--- src/rtl/core/envelope_generator_curve_table_defines.svh ---
// Assertion macros for the envelope generator RTL.
// Depends on nothing; a user module must have clk and rst_n in scope.
`ifndef ENVELOPE_GENERATOR_CURVE_TABLE_DEFINES_SVH
`define ENVELOPE_GENERATOR_CURVE_TABLE_DEFINES_SVH
`ifndef SYNTHESIS
`define EGCT_ASSERT_IMP(name, ante, cons) \
  name: assert property (@(posedge clk) disable iff (!rst_n) (ante) |-> (cons)) \
    else $error("envelope generator assertion failed");
`define EGCT_ASSERT_NXT(name, ante, cons) \
  name: assert property (@(posedge clk) disable iff (!rst_n) (ante) |=> (cons)) \
    else $error("envelope generator assertion failed");
`else
`define EGCT_ASSERT_IMP(name, ante, cons)
`define EGCT_ASSERT_NXT(name, ante, cons)
`endif
`endif

--- src/rtl/core/egct_pkg.sv ---
// Shared types, constants and the curve ROM of the envelope generator.
// Depends on nothing.
package egct_pkg;

  localparam int POINTS      = 32;
  localparam int ADDR_W      = $clog2(POINTS);
  localparam int CURVE_STEPS = 16;
  localparam int MAX_HOPS    = 8;
  localparam int HOP_W       = $clog2(MAX_HOPS + 1);
  localparam int POINT_W     = 35;

  typedef enum logic [1:0] {
    CMD_TICK    = 2'd0,
    CMD_START   = 2'd1,
    CMD_RELEASE = 2'd2,
    CMD_LOAD    = 2'd3
  } cmd_t;

  typedef enum logic [2:0] {
    PH_STOP    = 3'd0,
    PH_ATTACK  = 3'd1,
    PH_HOLD    = 3'd2,
    PH_RELEASE = 3'd3,
    PH_DIRECT  = 3'd4
  } phase_t;

  localparam logic [3:0] KIND_JUMP = 4'hD;
  localparam logic [3:0] KIND_HOLD = 4'hE;
  localparam logic [3:0] KIND_STOP = 4'hF;

  localparam logic [2:0] CFG_RATE      = 3'd0;
  localparam logic [2:0] CFG_SCALE     = 3'd1;
  localparam logic [2:0] CFG_OFFSET    = 3'd2;
  localparam logic [2:0] CFG_DIRECT    = 3'd3;
  localparam logic [2:0] CFG_ATTACK    = 3'd4;
  localparam logic [2:0] CFG_REL_MODE  = 3'd5;
  localparam logic [2:0] CFG_REL_BASE  = 3'd6;

  localparam logic [1:0] RM_REGION   = 2'd1;
  localparam logic [1:0] RM_CONTINUE = 2'd2;

  localparam logic signed [15:0] FULL_LEVEL = 16'sd32767;

  typedef struct packed {
    logic [3:0]         kind;
    logic [14:0]        dur;
    logic signed [15:0] lvl;
  } point_t;

  typedef enum logic [5:0] {
    OP_NONE, OP_LATCH, OP_LOAD_PT, OP_START_HOLD, OP_RD_P0, OP_START_TBL,
    OP_REL_DIRECT, OP_REL_STOP, OP_RD_RELBASE, OP_REL_TBL, OP_REL_CONT,
    OP_TICK_MUL, OP_TICK_ADD, OP_DIR_DONE, OP_DIR_BLEND, OP_TO_HOLD,
    OP_RD_SEG, OP_HOP, OP_WALK_BLEND, OP_STOP, OP_JUMP, OP_CURVE,
    OP_DIV_INIT, OP_DIV_STEP, OP_W1, OP_W2, OP_W3, OP_L1, OP_L2, OP_L3,
    OP_O1, OP_O2, OP_EMIT
  } dp_op_t;

  typedef enum logic [4:0] {
    S_IDLE, S_DISPATCH, S_START_RD, S_REL_RD, S_TICK_ADD, S_ADV, S_WALK,
    S_WALK_NEXT, S_DIV_INIT, S_DIV, S_W1, S_W2, S_W3, S_L1, S_L2, S_L3,
    S_O1, S_O2, S_EMIT
  } state_t;

  typedef struct packed {
    dp_op_t op;
  } ctl_cmd_t;

  typedef struct packed {
    cmd_t       cmd;
    phase_t     phase;
    logic       attack_mode;
    logic [1:0] release_mode;
    logic       direct_nz;
    logic       rel_tabled;
    logic       tabled;
    logic       dir_live;
    logic       walk_go;
    logic [3:0] rd_kind;
    logic       div_clamp;
    logic       div_last;
    logic       out_free;
  } dp_stat_t;

  localparam logic [15:0] CURVE_ROM [4][CURVE_STEPS + 1] = '{
    '{16'd32768, 16'd30720, 16'd28672, 16'd26624, 16'd24576, 16'd22528,
      16'd20480, 16'd18432, 16'd16384, 16'd14336, 16'd12288, 16'd10240,
      16'd8192, 16'd6144, 16'd4096, 16'd2048, 16'd0},
    '{16'd32768, 16'd31727, 16'd30652, 16'd29537, 16'd28378, 16'd27170,
      16'd25905, 16'd24576, 16'd23170, 16'd21675, 16'd20066, 16'd18318,
      16'd16384, 16'd14189, 16'd11585, 16'd8192, 16'd0},
    '{16'd32768, 16'd28800, 16'd25088, 16'd21632, 16'd18432, 16'd15488,
      16'd12800, 16'd10368, 16'd8192, 16'd6272, 16'd4608, 16'd3200,
      16'd2048, 16'd1152, 16'd512, 16'd128, 16'd0},
    '{16'd32768, 16'd31801, 16'd25601, 16'd17901, 16'd13100, 16'd9480,
      16'd6950, 16'd5160, 16'd3690, 16'd2680, 16'd1900, 16'd1430,
      16'd1010, 16'd777, 16'd500, 16'd300, 16'd0}
  };

  function automatic logic [15:0] curve_rom(input logic [1:0] sel, input logic [4:0] idx);
    logic [15:0] v;
    if (idx > 5'(CURVE_STEPS)) begin
      v = CURVE_ROM[sel][CURVE_STEPS];
    end else begin
      v = CURVE_ROM[sel][idx];
    end
    return v;
  endfunction

endpackage

--- src/rtl/core/envelope_generator_curve_table.sv ---
// Envelope generator top level: ties the sequencer to the datapath.
// Depends on egct_pkg, egct_ctrl and egct_dp.
//
// Requests enter on the in_ channel (valid/stall); each one yields exactly one
// result (level, phase) on the out_ channel (valid/stall). Commands are tick,
// start, release and load point. Configuration registers are written through
// the cfg_ channel (valid/ready, ready always high); the user must write them
// only while no request is open, as the block itself does not enforce this.
// The block works on one request at a time. A load, an idle tick, a start
// without a table or a release that only stops goes straight to output
// scaling; a start from the table first reads point 0. An active tick updates
// the counter, locates the current point, walks each expired point (at most
// eight), runs the 16-step restoring divider that finds the curve position
// (skipped when it sits at the segment end), then does weight, blend and
// output scaling. A release from the table walks the same way.
// A finished result sits in the output register; the next request is already
// accepted while it waits, and the block stalls only at its own hand-over.
// Synchronous reset clears the envelope state to stopped and loads the
// register defaults; the point RAM is not cleared and must be loaded first.
module envelope_generator_curve_table (
  input  logic               clk,
  input  logic               rst_n,
  input  logic               in_valid,
  output logic               in_stall,
  input  logic [1:0]         in_cmd,
  input  logic [15:0]        in_tick_amount,
  input  logic [4:0]         in_point_index,
  input  logic [3:0]         in_point_kind,
  input  logic [14:0]        in_point_duration,
  input  logic signed [15:0] in_point_level,
  output logic               out_valid,
  input  logic               out_stall,
  output logic signed [15:0] out_level,
  output logic [2:0]         out_phase,
  input  logic               cfg_valid,
  output logic               cfg_ready,
  input  logic [2:0]         cfg_index,
  input  logic [15:0]        cfg_data
);

  egct_pkg::ctl_cmd_t ctl_cmd;
  egct_pkg::dp_stat_t dp_stat;

  // Register writes are always taken.
  assign cfg_ready = 1'b1;

  egct_ctrl u_ctrl (
    .clk      (clk),
    .rst_n    (rst_n),
    .in_valid (in_valid),
    .in_stall (in_stall),
    .stat     (dp_stat),
    .cmd      (ctl_cmd)
  );

  egct_dp u_dp (
    .clk               (clk),
    .rst_n             (rst_n),
    .cmd               (ctl_cmd),
    .stat              (dp_stat),
    .in_cmd            (in_cmd),
    .in_tick_amount    (in_tick_amount),
    .in_point_index    (in_point_index),
    .in_point_kind     (in_point_kind),
    .in_point_duration (in_point_duration),
    .in_point_level    (in_point_level),
    .cfg_valid         (cfg_valid && cfg_ready),
    .cfg_index         (cfg_index),
    .cfg_data          (cfg_data),
    .out_valid         (out_valid),
    .out_stall         (out_stall),
    .out_level         (out_level),
    .out_phase         (out_phase)
  );

endmodule

--- src/rtl/core/egct_ram.sv ---
// Generic single write port, single read port RAM with registered read.
// Depends on nothing.
module egct_ram #(
  parameter int WIDTH = 8,
  parameter int DEPTH = 16
) (
  input  logic                     clk,
  input  logic                     we,
  input  logic [$clog2(DEPTH)-1:0] waddr,
  input  logic [WIDTH-1:0]         wdata,
  input  logic                     re,
  input  logic [$clog2(DEPTH)-1:0] raddr,
  output logic [WIDTH-1:0]         rdata
);

  logic [WIDTH-1:0] mem [DEPTH];

  always_ff @(posedge clk) begin
    if (we) begin
      mem[waddr] <= wdata;
    end
    if (re) begin
      rdata <= mem[raddr];
    end
  end

endmodule

--- src/rtl/core/egct_ctrl.sv ---
// Sequencer of the envelope generator: issues one datapath operation per cycle.
// Depends on egct_pkg and envelope_generator_curve_table_defines.svh.
`include "envelope_generator_curve_table_defines.svh"
module egct_ctrl (
  input  logic               clk,
  input  logic               rst_n,
  input  logic               in_valid,
  output logic               in_stall,
  input  egct_pkg::dp_stat_t stat,
  output egct_pkg::ctl_cmd_t cmd
);

  egct_pkg::state_t state_r, state_nxt;

  always_ff @(posedge clk) begin
    if (!rst_n) begin
      state_r <= egct_pkg::S_IDLE;
    end else begin
      state_r <= state_nxt;
    end
  end

  always_comb begin
    state_nxt = state_r;
    cmd.op    = egct_pkg::OP_NONE;
    in_stall  = 1'b1;
    unique case (state_r)
      egct_pkg::S_IDLE: begin
        in_stall = 1'b0;
        if (in_valid) begin
          cmd.op    = egct_pkg::OP_LATCH;
          state_nxt = egct_pkg::S_DISPATCH;
        end
      end
      egct_pkg::S_DISPATCH: begin
        unique case (stat.cmd)
          egct_pkg::CMD_LOAD: begin
            cmd.op    = egct_pkg::OP_LOAD_PT;
            state_nxt = egct_pkg::S_O1;
          end
          egct_pkg::CMD_START: begin
            if (!stat.attack_mode) begin
              cmd.op    = egct_pkg::OP_START_HOLD;
              state_nxt = egct_pkg::S_O1;
            end else begin
              cmd.op    = egct_pkg::OP_RD_P0;
              state_nxt = egct_pkg::S_START_RD;
            end
          end
          egct_pkg::CMD_RELEASE: begin
            if (stat.direct_nz) begin
              cmd.op    = egct_pkg::OP_REL_DIRECT;
              state_nxt = egct_pkg::S_ADV;
            end else if (!stat.rel_tabled) begin
              cmd.op    = egct_pkg::OP_REL_STOP;
              state_nxt = egct_pkg::S_O1;
            end else if (stat.release_mode == egct_pkg::RM_REGION) begin
              cmd.op    = egct_pkg::OP_RD_RELBASE;
              state_nxt = egct_pkg::S_REL_RD;
            end else begin
              cmd.op    = egct_pkg::OP_REL_CONT;
              state_nxt = egct_pkg::S_ADV;
            end
          end
          egct_pkg::CMD_TICK: begin
            if (stat.phase == egct_pkg::PH_ATTACK || stat.phase == egct_pkg::PH_RELEASE ||
                stat.phase == egct_pkg::PH_DIRECT) begin
              cmd.op    = egct_pkg::OP_TICK_MUL;
              state_nxt = egct_pkg::S_TICK_ADD;
            end else begin
              state_nxt = egct_pkg::S_O1;
            end
          end
          default: state_nxt = egct_pkg::S_O1;
        endcase
      end
      egct_pkg::S_START_RD: begin
        cmd.op    = egct_pkg::OP_START_TBL;
        state_nxt = egct_pkg::S_O1;
      end
      egct_pkg::S_REL_RD: begin
        cmd.op    = egct_pkg::OP_REL_TBL;
        state_nxt = egct_pkg::S_ADV;
      end
      egct_pkg::S_TICK_ADD: begin
        cmd.op    = egct_pkg::OP_TICK_ADD;
        state_nxt = egct_pkg::S_ADV;
      end
      egct_pkg::S_ADV: begin
        priority if (stat.phase == egct_pkg::PH_DIRECT) begin
          if (stat.dir_live) begin
            cmd.op    = egct_pkg::OP_DIR_BLEND;
            state_nxt = egct_pkg::S_DIV_INIT;
          end else begin
            cmd.op    = egct_pkg::OP_DIR_DONE;
            state_nxt = egct_pkg::S_O1;
          end
        end else if (stat.phase != egct_pkg::PH_ATTACK &&
                     stat.phase != egct_pkg::PH_RELEASE) begin
          state_nxt = egct_pkg::S_O1;
        end else if (!stat.tabled) begin
          cmd.op    = egct_pkg::OP_TO_HOLD;
          state_nxt = egct_pkg::S_O1;
        end else begin
          cmd.op    = egct_pkg::OP_RD_SEG;
          state_nxt = egct_pkg::S_WALK;
        end
      end
      egct_pkg::S_WALK: begin
        if (stat.walk_go) begin
          cmd.op    = egct_pkg::OP_HOP;
          state_nxt = egct_pkg::S_WALK_NEXT;
        end else begin
          cmd.op    = egct_pkg::OP_WALK_BLEND;
          state_nxt = egct_pkg::S_DIV_INIT;
        end
      end
      egct_pkg::S_WALK_NEXT: begin
        priority if (stat.rd_kind == egct_pkg::KIND_STOP) begin
          cmd.op    = egct_pkg::OP_STOP;
          state_nxt = egct_pkg::S_O1;
        end else if (stat.rd_kind == egct_pkg::KIND_HOLD) begin
          cmd.op    = egct_pkg::OP_TO_HOLD;
          state_nxt = egct_pkg::S_O1;
        end else if (stat.rd_kind == egct_pkg::KIND_JUMP) begin
          cmd.op    = egct_pkg::OP_JUMP;
          state_nxt = egct_pkg::S_WALK;
        end else begin
          cmd.op    = egct_pkg::OP_CURVE;
          state_nxt = egct_pkg::S_WALK;
        end
      end
      egct_pkg::S_DIV_INIT: begin
        cmd.op    = egct_pkg::OP_DIV_INIT;
        state_nxt = stat.div_clamp ? egct_pkg::S_W1 : egct_pkg::S_DIV;
      end
      egct_pkg::S_DIV: begin
        cmd.op = egct_pkg::OP_DIV_STEP;
        if (stat.div_last) begin
          state_nxt = egct_pkg::S_W1;
        end
      end
      egct_pkg::S_W1: begin
        cmd.op    = egct_pkg::OP_W1;
        state_nxt = egct_pkg::S_W2;
      end
      egct_pkg::S_W2: begin
        cmd.op    = egct_pkg::OP_W2;
        state_nxt = egct_pkg::S_W3;
      end
      egct_pkg::S_W3: begin
        cmd.op    = egct_pkg::OP_W3;
        state_nxt = egct_pkg::S_L1;
      end
      egct_pkg::S_L1: begin
        cmd.op    = egct_pkg::OP_L1;
        state_nxt = egct_pkg::S_L2;
      end
      egct_pkg::S_L2: begin
        cmd.op    = egct_pkg::OP_L2;
        state_nxt = egct_pkg::S_L3;
      end
      egct_pkg::S_L3: begin
        cmd.op    = egct_pkg::OP_L3;
        state_nxt = egct_pkg::S_O1;
      end
      egct_pkg::S_O1: begin
        cmd.op    = egct_pkg::OP_O1;
        state_nxt = egct_pkg::S_O2;
      end
      egct_pkg::S_O2: begin
        cmd.op    = egct_pkg::OP_O2;
        state_nxt = egct_pkg::S_EMIT;
      end
      egct_pkg::S_EMIT: begin
        if (stat.out_free) begin
          cmd.op    = egct_pkg::OP_EMIT;
          state_nxt = egct_pkg::S_IDLE;
        end
      end
      default: state_nxt = egct_pkg::S_IDLE;
    endcase
  end

  // An accepted request always goes to dispatch next.
  `EGCT_ASSERT_NXT(a_accept_dispatch, in_valid && !in_stall, state_r == egct_pkg::S_DISPATCH)
  // A result is only handed over when the output register is free.
  `EGCT_ASSERT_IMP(a_emit_free, cmd.op == egct_pkg::OP_EMIT, stat.out_free)
  // The point kind check always follows a hop.
  `EGCT_ASSERT_IMP(a_hop_before_kind, state_r == egct_pkg::S_WALK_NEXT,
                   $past(cmd.op) == egct_pkg::OP_HOP)
  // After handing over a result the sequencer is ready again.
  `EGCT_ASSERT_NXT(a_emit_idle, cmd.op == egct_pkg::OP_EMIT, !in_stall)

endmodule

--- src/rtl/core/egct_dp.sv ---
// Datapath of the envelope generator: registers, point RAM, shared multiplier, divider.
// Depends on egct_pkg and egct_ram.
module egct_dp (
  input  logic                  clk,
  input  logic                  rst_n,
  input  egct_pkg::ctl_cmd_t    cmd,
  output egct_pkg::dp_stat_t    stat,
  input  logic [1:0]            in_cmd,
  input  logic [15:0]           in_tick_amount,
  input  logic [4:0]            in_point_index,
  input  logic [3:0]            in_point_kind,
  input  logic [14:0]           in_point_duration,
  input  logic signed [15:0]    in_point_level,
  input  logic                  cfg_valid,
  input  logic [2:0]            cfg_index,
  input  logic [15:0]           cfg_data,
  output logic                  out_valid,
  input  logic                  out_stall,
  output logic signed [15:0]    out_level,
  output logic [2:0]            out_phase
);

  // Configuration registers.
  logic [15:0]        rate_r;
  logic signed [15:0] scale_r, offset_r;
  logic [15:0]        direct_r;
  logic               am_r;
  logic [1:0]         rm_r;
  logic [4:0]         rb_r;

  // Latched request.
  egct_pkg::cmd_t     cmd_r;
  logic [15:0]        tick_r;
  logic [4:0]         pidx_r;
  logic [3:0]         pkind_r;
  logic [14:0]        pdur_r;
  logic signed [15:0] plvl_r;

  // Envelope state.
  logic [31:0]                  tc_r, tc_nxt;
  logic [egct_pkg::ADDR_W-1:0]  seg_r, seg_nxt;
  logic [1:0]                   csel_r, csel_nxt;
  logic signed [15:0]           start_r, start_nxt, target_r, target_nxt, cur_r, cur_nxt;
  egct_pkg::phase_t             phase_r, phase_nxt;
  logic [egct_pkg::HOP_W-1:0]   hops_r, hops_nxt;
  logic [3:0]                   div_cnt_r, div_cnt_nxt;
  logic                         out_valid_r, out_valid_nxt;

  // Work registers.
  logic signed [39:0] acc_r, acc_nxt;
  logic [16:0]        p_r, p_nxt;
  logic [15:0]        rem_r, rem_nxt;
  logic [14:0]        divd_r, divd_nxt;
  logic [15:0]        w_r, w_nxt;
  logic signed [15:0] sat_r, sat_nxt;
  logic signed [15:0] out_level_r;
  logic [2:0]         out_phase_r;

  // Point RAM.
  logic                           ram_we, ram_re;
  logic [egct_pkg::ADDR_W-1:0]    ram_raddr, base;
  logic [egct_pkg::POINT_W-1:0]   ram_rdata;
  egct_pkg::point_t               rd, wpt;

  assign wpt = '{kind: pkind_r, dur: pdur_r, lvl: plvl_r};
  assign rd  = egct_pkg::point_t'(ram_rdata);

  egct_ram #(
    .WIDTH (egct_pkg::POINT_W),
    .DEPTH (egct_pkg::POINTS)
  ) u_ram (
    .clk   (clk),
    .we    (ram_we),
    .waddr (egct_pkg::ADDR_W'(pidx_r)),
    .wdata (wpt),
    .re    (ram_re),
    .raddr (ram_raddr),
    .rdata (ram_rdata)
  );

  // Shared multiplier and helpers.
  logic signed [17:0] mul_a, mul_b;
  logic signed [35:0] prod;
  logic [4:0]         ci, ci1;
  logic [11:0]        frac;
  logic [15:0]        t_i, t_i1;
  logic [13:0]        dir_x;
  logic               rel_tabled;
  logic [32:0]        tc_sum;
  logic [16:0]        rem2;
  logic               ge;
  logic signed [39:0] wsum, lsum, osum;
  logic signed [23:0] ov;

  assign frac = p_r[11:0];
  assign ci   = p_r[16:12];
  assign ci1  = (ci >= 5'(egct_pkg::CURVE_STEPS)) ? 5'(egct_pkg::CURVE_STEPS) : ci + 5'd1;
  assign t_i  = egct_pkg::curve_rom(csel_r, ci);
  assign t_i1 = egct_pkg::curve_rom(csel_r, ci1);
  assign dir_x = direct_r[13:0];
  assign rel_tabled = (rm_r == egct_pkg::RM_REGION) ||
                      (rm_r == egct_pkg::RM_CONTINUE && am_r);
  assign base = (phase_r != egct_pkg::PH_ATTACK && rm_r == egct_pkg::RM_REGION) ?
                egct_pkg::ADDR_W'(rb_r) : '0;
  assign prod   = mul_a * mul_b;
  assign tc_sum = {1'b0, tc_r} + {1'b0, acc_r[31:0]};
  assign rem2   = {rem_r, p_r[15]};
  assign ge     = rem2 >= {2'b00, divd_r};
  assign wsum   = acc_r + 40'sd2048;
  assign lsum   = acc_r + 40'sd16384;
  assign osum   = acc_r + 40'sd2048;
  assign ov     = osum[35:12] + {{8{offset_r[15]}}, offset_r};

  always_comb begin
    mul_a = '0;
    mul_b = '0;
    unique case (cmd.op)
      egct_pkg::OP_TICK_MUL: begin
        mul_a = {2'b00, tick_r};
        mul_b = {2'b00, rate_r};
      end
      egct_pkg::OP_W1: begin
        mul_a = {5'b0, 13'(13'd4096 - {1'b0, frac})};
        mul_b = {2'b00, t_i};
      end
      egct_pkg::OP_W2: begin
        mul_a = {6'b0, frac};
        mul_b = {2'b00, t_i1};
      end
      egct_pkg::OP_L1: begin
        mul_a = {{2{start_r[15]}}, start_r};
        mul_b = {2'b00, w_r};
      end
      egct_pkg::OP_L2: begin
        mul_a = {{2{target_r[15]}}, target_r};
        mul_b = {2'b00, 16'(17'd32768 - {1'b0, w_r})};
      end
      egct_pkg::OP_O1: begin
        mul_a = {{2{cur_r[15]}}, cur_r};
        mul_b = {{2{scale_r[15]}}, scale_r};
      end
      default: begin
        mul_a = '0;
        mul_b = '0;
      end
    endcase
  end

  always_comb begin
    tc_nxt = tc_r; seg_nxt = seg_r; csel_nxt = csel_r;
    start_nxt = start_r; target_nxt = target_r; cur_nxt = cur_r;
    phase_nxt = phase_r; hops_nxt = hops_r; div_cnt_nxt = div_cnt_r;
    acc_nxt = acc_r; p_nxt = p_r; rem_nxt = rem_r; divd_nxt = divd_r;
    w_nxt = w_r; sat_nxt = sat_r;
    ram_we = 1'b0; ram_re = 1'b0; ram_raddr = '0;
    unique case (cmd.op)
      egct_pkg::OP_LOAD_PT: ram_we = 32'(pidx_r) < egct_pkg::POINTS;
      egct_pkg::OP_START_HOLD: begin
        tc_nxt = '0; seg_nxt = '0; start_nxt = '0;
        cur_nxt = egct_pkg::FULL_LEVEL; phase_nxt = egct_pkg::PH_HOLD;
      end
      egct_pkg::OP_RD_P0: begin
        ram_re = 1'b1; ram_raddr = '0;
      end
      egct_pkg::OP_START_TBL: begin
        tc_nxt = '0; seg_nxt = '0; start_nxt = '0; cur_nxt = '0;
        target_nxt = rd.lvl; csel_nxt = rd.kind[1:0]; phase_nxt = egct_pkg::PH_ATTACK;
      end
      egct_pkg::OP_REL_DIRECT: begin
        tc_nxt = '0; start_nxt = cur_r; target_nxt = '0; seg_nxt = '0;
        csel_nxt = direct_r[15:14]; phase_nxt = egct_pkg::PH_DIRECT;
      end
      egct_pkg::OP_REL_STOP, egct_pkg::OP_STOP: phase_nxt = egct_pkg::PH_STOP;
      egct_pkg::OP_RD_RELBASE: begin
        ram_re = 1'b1; ram_raddr = egct_pkg::ADDR_W'(rb_r);
      end
      egct_pkg::OP_REL_TBL: begin
        tc_nxt = '0; start_nxt = cur_r; target_nxt = rd.lvl; seg_nxt = '0;
        csel_nxt = rd.kind[1:0]; phase_nxt = egct_pkg::PH_RELEASE;
      end
      egct_pkg::OP_REL_CONT: phase_nxt = egct_pkg::PH_RELEASE;
      egct_pkg::OP_TICK_MUL, egct_pkg::OP_W1, egct_pkg::OP_L1, egct_pkg::OP_O1:
        acc_nxt = 40'(prod);
      egct_pkg::OP_W2, egct_pkg::OP_L2: acc_nxt = acc_r + 40'(prod);
      egct_pkg::OP_TICK_ADD: tc_nxt = tc_sum[32] ? 32'hFFFF_FFFF : tc_sum[31:0];
      egct_pkg::OP_DIR_DONE: begin
        cur_nxt = target_r; phase_nxt = egct_pkg::PH_STOP;
      end
      egct_pkg::OP_DIR_BLEND: divd_nxt = {1'b0, dir_x};
      egct_pkg::OP_TO_HOLD: phase_nxt = egct_pkg::PH_HOLD;
      egct_pkg::OP_RD_SEG: begin
        hops_nxt = '0; ram_re = 1'b1; ram_raddr = base + seg_r;
      end
      egct_pkg::OP_HOP: begin
        tc_nxt = tc_r - {1'b0, rd.dur, 16'h0000};
        cur_nxt = target_r; start_nxt = target_r;
        seg_nxt = seg_r + 1'b1; hops_nxt = hops_r + 1'b1;
        ram_re = 1'b1; ram_raddr = base + seg_r + 1'b1;
      end
      egct_pkg::OP_WALK_BLEND: divd_nxt = rd.dur;
      egct_pkg::OP_JUMP: begin
        seg_nxt = rd.lvl[egct_pkg::ADDR_W-1:0];
        ram_re = 1'b1; ram_raddr = base + rd.lvl[egct_pkg::ADDR_W-1:0];
      end
      egct_pkg::OP_CURVE: begin
        csel_nxt = rd.kind[1:0]; target_nxt = rd.lvl;
      end
      egct_pkg::OP_DIV_INIT: begin
        rem_nxt = tc_r[31:16]; div_cnt_nxt = '0;
        p_nxt = stat.div_clamp ? 17'h10000 : {1'b0, tc_r[15:0]};
      end
      egct_pkg::OP_DIV_STEP: begin
        rem_nxt = ge ? 16'(rem2 - {2'b00, divd_r}) : rem2[15:0];
        p_nxt = {1'b0, p_r[14:0], ge};
        div_cnt_nxt = div_cnt_r + 4'd1;
      end
      egct_pkg::OP_W3: w_nxt = wsum[27:12];
      egct_pkg::OP_L3: cur_nxt = lsum[30:15];
      egct_pkg::OP_O2: begin
        priority if (ov > 24'sd32767) begin
          sat_nxt = 16'sd32767;
        end else if (ov < -24'sd32768) begin
          sat_nxt = -16'sd32768;
        end else begin
          sat_nxt = ov[15:0];
        end
      end
      default: ;
    endcase
  end

  assign out_valid_nxt = (cmd.op == egct_pkg::OP_EMIT) ? 1'b1 :
                         (out_valid_r && !out_stall) ? 1'b0 : out_valid_r;

  always_ff @(posedge clk) begin
    if (!rst_n) begin
      rate_r <= 16'd256; scale_r <= 16'sd4096; offset_r <= '0; direct_r <= '0;
      am_r <= 1'b0; rm_r <= '0; rb_r <= 5'd16;
      tc_r <= '0; seg_r <= '0; csel_r <= '0; start_r <= '0; target_r <= '0;
      cur_r <= '0; phase_r <= egct_pkg::PH_STOP; hops_r <= '0; div_cnt_r <= '0;
      out_valid_r <= 1'b0;
    end else begin
      if (cfg_valid) begin
        unique case (cfg_index)
          egct_pkg::CFG_RATE:     rate_r   <= cfg_data;
          egct_pkg::CFG_SCALE:    scale_r  <= cfg_data;
          egct_pkg::CFG_OFFSET:   offset_r <= cfg_data;
          egct_pkg::CFG_DIRECT:   direct_r <= cfg_data;
          egct_pkg::CFG_ATTACK:   am_r     <= cfg_data[0];
          egct_pkg::CFG_REL_MODE: rm_r     <= cfg_data[1:0];
          egct_pkg::CFG_REL_BASE: rb_r     <= cfg_data[4:0];
          default: ;
        endcase
      end
      tc_r <= tc_nxt; seg_r <= seg_nxt; csel_r <= csel_nxt; start_r <= start_nxt;
      target_r <= target_nxt; cur_r <= cur_nxt; phase_r <= phase_nxt;
      hops_r <= hops_nxt; div_cnt_r <= div_cnt_nxt; out_valid_r <= out_valid_nxt;
    end
  end

  always_ff @(posedge clk) begin
    acc_r <= acc_nxt; p_r <= p_nxt; rem_r <= rem_nxt; divd_r <= divd_nxt;
    w_r <= w_nxt; sat_r <= sat_nxt;
    if (cmd.op == egct_pkg::OP_LATCH) begin
      cmd_r <= egct_pkg::cmd_t'(in_cmd); tick_r <= in_tick_amount;
      pidx_r <= in_point_index; pkind_r <= in_point_kind;
      pdur_r <= in_point_duration; plvl_r <= in_point_level;
    end
    if (cmd.op == egct_pkg::OP_EMIT) begin
      out_level_r <= sat_r;
      out_phase_r <= phase_r;
    end
  end

  assign stat.cmd          = cmd_r;
  assign stat.phase        = phase_r;
  assign stat.attack_mode  = am_r;
  assign stat.release_mode = rm_r;
  assign stat.direct_nz    = direct_r != '0;
  assign stat.rel_tabled   = rel_tabled;
  assign stat.tabled       = (phase_r == egct_pkg::PH_ATTACK) ? am_r : rel_tabled;
  assign stat.dir_live     = tc_r < {2'b00, dir_x, 16'h0000};
  assign stat.walk_go      = (hops_r < egct_pkg::HOP_W'(egct_pkg::MAX_HOPS)) &&
                             (tc_r >= {1'b0, rd.dur, 16'h0000});
  assign stat.rd_kind      = rd.kind;
  assign stat.div_clamp    = tc_r >= {1'b0, divd_r, 16'h0000};
  assign stat.div_last     = div_cnt_r == 4'd15;
  assign stat.out_free     = !out_valid_r || !out_stall;

  assign out_valid = out_valid_r;
  assign out_level = out_level_r;
  assign out_phase = out_phase_r;

endmodule
--- config.mk ---
export PLATFORM = sky130hd
export DESIGN_NAME = envelope_generator_curve_table
export DESIGN_NICKNAME = d
export VERILOG_FILES = /design/src/rtl/core/egct_pkg.sv /design/src/rtl/core/envelope_generator_curve_table.sv /design/src/rtl/core/egct_ram.sv /design/src/rtl/core/egct_ctrl.sv /design/src/rtl/core/egct_dp.sv
export VERILOG_INCLUDE_DIRS = /design/src /design/src/rtl/core
export SDC_FILE = /design/constraint.sdc
export NUM_CORES = 2
export LEC_CHECK = 0
export BUFFER_PORTS_ARGS = -buffer_cell sky130_fd_sc_hd__clkbuf_2
export CAP_MARGIN = 20
export CORE_AREA = 2 2 413 415
export CTS_CLUSTER_SIZE = 30
export DETAILED_ROUTE_END_ITERATION = 8
export DIE_AREA = 0 0 415 417
export HOLD_SLACK_MARGIN = 0.08
export PLACE_DENSITY = 0.69
export REMOVE_ABC_BUFFERS = 1
export SETUP_SLACK_MARGIN = 0.05
export SKIP_CTS_REPAIR_TIMING = 1
export SYNTH_ARGS = -nofsm -noshare
export SYNTH_HDL_FRONTEND = slang
export SYNTH_HIERARCHICAL = 1
export SYNTH_SLANG_ARGS = --single-unit
export TNS_END_PERCENT = 1
--- constraint.sdc ---
create_clock -name clk -period 27.6 [get_ports clk]
set_clock_uncertainty 0.2 [all_clocks]
set_input_delay 2.76 -clock clk [delete_from_list [all_inputs] [get_ports clk]]
set_output_delay 2.76 -clock clk [all_outputs]
set_load 0.005 [all_outputs]
==> results.py <==
metrics = {
    "critical_path": {
        "slowest_delay_ps": 800,
        "crit_slowest_cell": "a211oi_1",
        "crit_type": "register to register",
        "rrSetupSlack_ps": 12160,
        "reg2reg_to": "u_dp/acc_r[35]$_DFFE_PP_",
        "start_kind": "register",
        "endpoint_kind": "register",
        "cp_data_required_time_ps": 27940,
        "cp.arrival_ps": 15780,
        "cp_max_fo": 37,
        "startpoint": "u_dp/tc_r[16]$_SDFFE_PN0P_",
        "reg2reg_depth": 52,
        "rr_startpoint": "u_dp/tc_r[16]$_SDFFE_PN0P_",
    },
    "timing": {
        "fmax_ghz": 0.0648,
        "finalSetupViolCount": 0,
        "finalHoldViolations": 0,
        "period_minus_slack_ps": 15440,
        "drv_slew": 0,
        "fin_setup_tns_ps": 0,
        "slew-limit-headroom_pct": 26.9,
        "holdWs_ps": 205,
        "tightest_slew_ps": 1100,
        "rsz0062_at_grt": "false",
        "fin_crit_sh_pct": 55.9,
    },
    "clock_network": {
        "h-tree-depth": 4,
        "path_clk_slew_ps": 60,
        "cts_sinks": 1524,
        "tritoncts": "yes",
        "insertion_delay_ps": 810,
        "cts_buffers": 159,
        "clock_path_buffers": 3,
        "cts_root_buf": "clkbuf_16",
    },
    "pwr": {
        "powerDensity_nw_per_um2": 71.4,
        "internal_power_uw": 4520,
        "clock_power_share_pct": 33.5,
        "total_power_uw": 6550,
        "netSwitchingFraction_pct": 31.1,
        "p_leak_uw": 0.0326,
        "p_seq_share_pct": 46.7,
        "switching_power_uw": 2030,
        "vdd_drop_max_mv": 0.0956,
        "pwr-share-comb_pct": 19.8,
    },
    "drt": {
        "drt_wl_total_um": 237000,
        "drtIter0Drc": 5850,
        "final_antenna_net_count": 0,
        "firstDrtPassIters": 7,
        "route.detailed.drc": 0,
        "viasPerCell": 6.08,
        "vias": 57300,
        "wl_per_cell_um": 25.1,
    },
    "final_layout": {
        "stdcell_area_sq_um": 91800,
        "finish.utilization_pct": 54.4,
        "nets": 7750,
        "mostFrequentLayoutCells": "edfxtp_1, nand2_1, mux2i_1, inv_1, a21oi_1",
        "syn_to_final_growth_pct": 9.66,
        "final_common_cell": "edfxtp_1",
        "drive_gt1_share_pct": 8.65,
    },
    "global_routing": {
        "grt_remaining_overflow": 0,
        "grt_use_total_pct": 26.9,
        "antenna_found_initial": 5,
        "grt_max_degree": 115,
        "grt_pass1_wl_um": 353000,
        "grt_pass1_vias": 55900,
    },
    "worst_hold_path": {
        "min_from": "u_dp/sat_r[13]$_SDFFCE_PN1N_",
        "worstHoldPathType": "register to register",
        "hold_end": "u_dp/out_level[13]$_DFFE_PP_",
        "whs_path_depth": 0,
    },
    "flow_run": {
        "drv_cap": 0,
    },
    "logic_synthesis": {
        "yosysWarningCount": 6,
        "synthFlopType": "edfxtp_1",
        "synth_cell_types": 109,
        "synth-seq-cells": 1524,
        "synthCells": 7044,
        "synth_area_sq_um": 83700,
        "ys_seq_area_share_pct": 52.6,
        "synth_edf_count": 1348,
        "async_flop_share_pct": 0,
        "syn_area_per_cell_sq_um": 11.9,
    },
    "floorplanning": {
        "fp.dieH_um": 417,
        "dieArea_sq_um": 173000,
        "start_util_pct": 49.7,
        "num_rows": 151,
        "die_x_um": 415,
        "coreArea_sq_um": 169000,
        "num_io_pins": 104,
    },
    "placed_design": {
        "placed_area_sq_um": 86400,
        "gp_congestion": 0.995,
        "place_hpwl_um": 154000,
        "portBuffers": 102,
    },
    "status": {
        "status": "finished, final reports clean",
    },
}
## critical path: cells and delay by family (launching register included)
kind | cells | cell delay, ps
DFF | 1 | 400
xor gates and xnor gates | 2 | 570
and+or+nand+nor | 9 | 1690
buffers and inverters | 8 | 1610
AOI/OAI and AO/OA | 22 | 5970
muxes | 1 | 230
adders and majority gates | 10 | 4450
## power by group through the flow
stage | clock [uW] | combinational, uW | sequential [uW]
2_1_floorplan | 0 | 1210 | 2990
3_3_place_gp | 0 | 1260 | 3090
3_5_place_dp | 0 | 1270 | 3100
4_1_cts | 2230 | 1280 | 3060
5_1_grt | 2310 | 1390 | 3080
6_report | 2200 | 1300 | 3060
## sequential cells by signal (all words and copies together), names as in the netlist, 16 cells and up
signal            flops
u_dp/acc_r           36
u_dp/cur_r           16
u_dp/direct_r        16
u_dp/offset_r        16
u_dp/out_level       16
u_dp/p_r             17
u_dp/plvl_r          16
u_dp/rate_r          16
u_dp/rem_r           16
u_dp/sat_r           16
u_dp/scale_r         16
u_dp/start_r         16
u_dp/target_r        16
u_dp/tc_r            32
u_dp/tick_r          16
u_dp/u_ram/mem     1120
u_dp/u_ram/rdata     35
u_dp/w_r             16
## per-layer routing
metal  vias to the layer above  GRT usage, %  wire [um]
met5                         -             0         11
met4                         2          11.0      10200
met3                       488          4.46      17900
met2                      2418          43.8     112000
met1                     28700          36.0      96900
li1                      25800             -          -
## metrics by stage
stage,worst slack (ps),cells
5_1_grt,11200,9423
6_report,12160,9424
2_1_floorplan,2750,6678
3_5_place_dp,12310,9128
3_3_place_gp,12340,9128
4_1_cts,12310,9422
## cell type report
cell class                      count  area, sq um
Fill cell                       14100        76800
Sequential cell                  1524        44000
Multi-Input combinational cell   4662        36200
Clock buffer                      203         4270
Tap cell                         2218         2780
Inverter                          492         1850
Timing Repair Buffer              233         1530
Clock inverter                     91         1100
Antenna cell                        1         2.50
## how the worst max path moves through the flow
stage,to,depth (start not counted)
after floorplan,u_dp/u_ram/rdata[0]$_DFFE_PP_,11
after global placement,u_dp/acc_r[35]$_DFFE_PP_,42
after detailed placement,u_dp/acc_r[35]$_DFFE_PP_,42
after CTS,u_dp/acc_r[35]$_DFFE_PP_,52
after global routing,u_dp/acc_r[35]$_DFFE_PP_,52
final,u_dp/acc_r[35]$_DFFE_PP_,52
## Yosys cell counts (12+ instances only)
master / n / share of area (%)
a21oi_1: 430 / 2.6
nand2_1: 704 / 3.2
a221oi_1: 39 / 0.41
nand3_1: 208 / 1.2
a22o_1: 73 / 0.76
and2_1: 64 / 0.48
and3_1: 22 / 0.16
a21o_1: 87 / 0.78
or3_1: 23 / 0.17
xnor2_1: 122 / 1.3
edfxtp_1: 1348 / 48
buf_4: 31 / 0.28
nor2b_1: 46 / 0.34
or2_2: 16 / 0.12
nor4_1: 20 / 0.15
clkbuf_1: 215 / 0.96
o31ai_1: 17 / 0.15
a311oi_1: 29 / 0.30
xor2_1: 74 / 0.77
dfxtp_1: 176 / 4.2
a221o_1: 13 / 0.16
o211ai_1: 40 / 0.36
a31oi_1: 86 / 0.64
ha_1: 270 / 4.0
nor3_1: 96 / 0.57
o21ai_0: 232 / 1.4
nor2_1: 416 / 1.9
mux2i_1: 622 / 7.4
a22oi_1: 162 / 1.5
buf_2: 57 / 0.34
a211oi_1: 37 / 0.33
fa_1: 326 / 7.8
o22ai_1: 14 / 0.10
o221ai_1: 16 / 0.17
o21a_1: 29 / 0.26
buf_6: 17 / 0.23
inv_1: 489 / 2.2
o21bai_1: 22 / 0.20
mux2_2: 27 / 0.36
nand4_1: 29 / 0.22
buf_12: 12 / 0.29
buf_1: 26 / 0.12
nand2b_1: 58 / 0.43
## cells by family (layout without fill, tap and decap cells)
kind of cell    count (synthesis)  in the layout  share of synthesized area, %
compound gates               1450           1450                          11.5
mux                           650            650                          7.83
xor+xnor                      199            199                          2.13
simple gates                 1766           1766                          9.59
fa+ha+maj                     596            596                          11.8
buf+inv                       858           1019                          4.56
flops                        1524           1524                          52.6
other cells                     1              2                       0.00448
(Power assumes the default switching activity.)
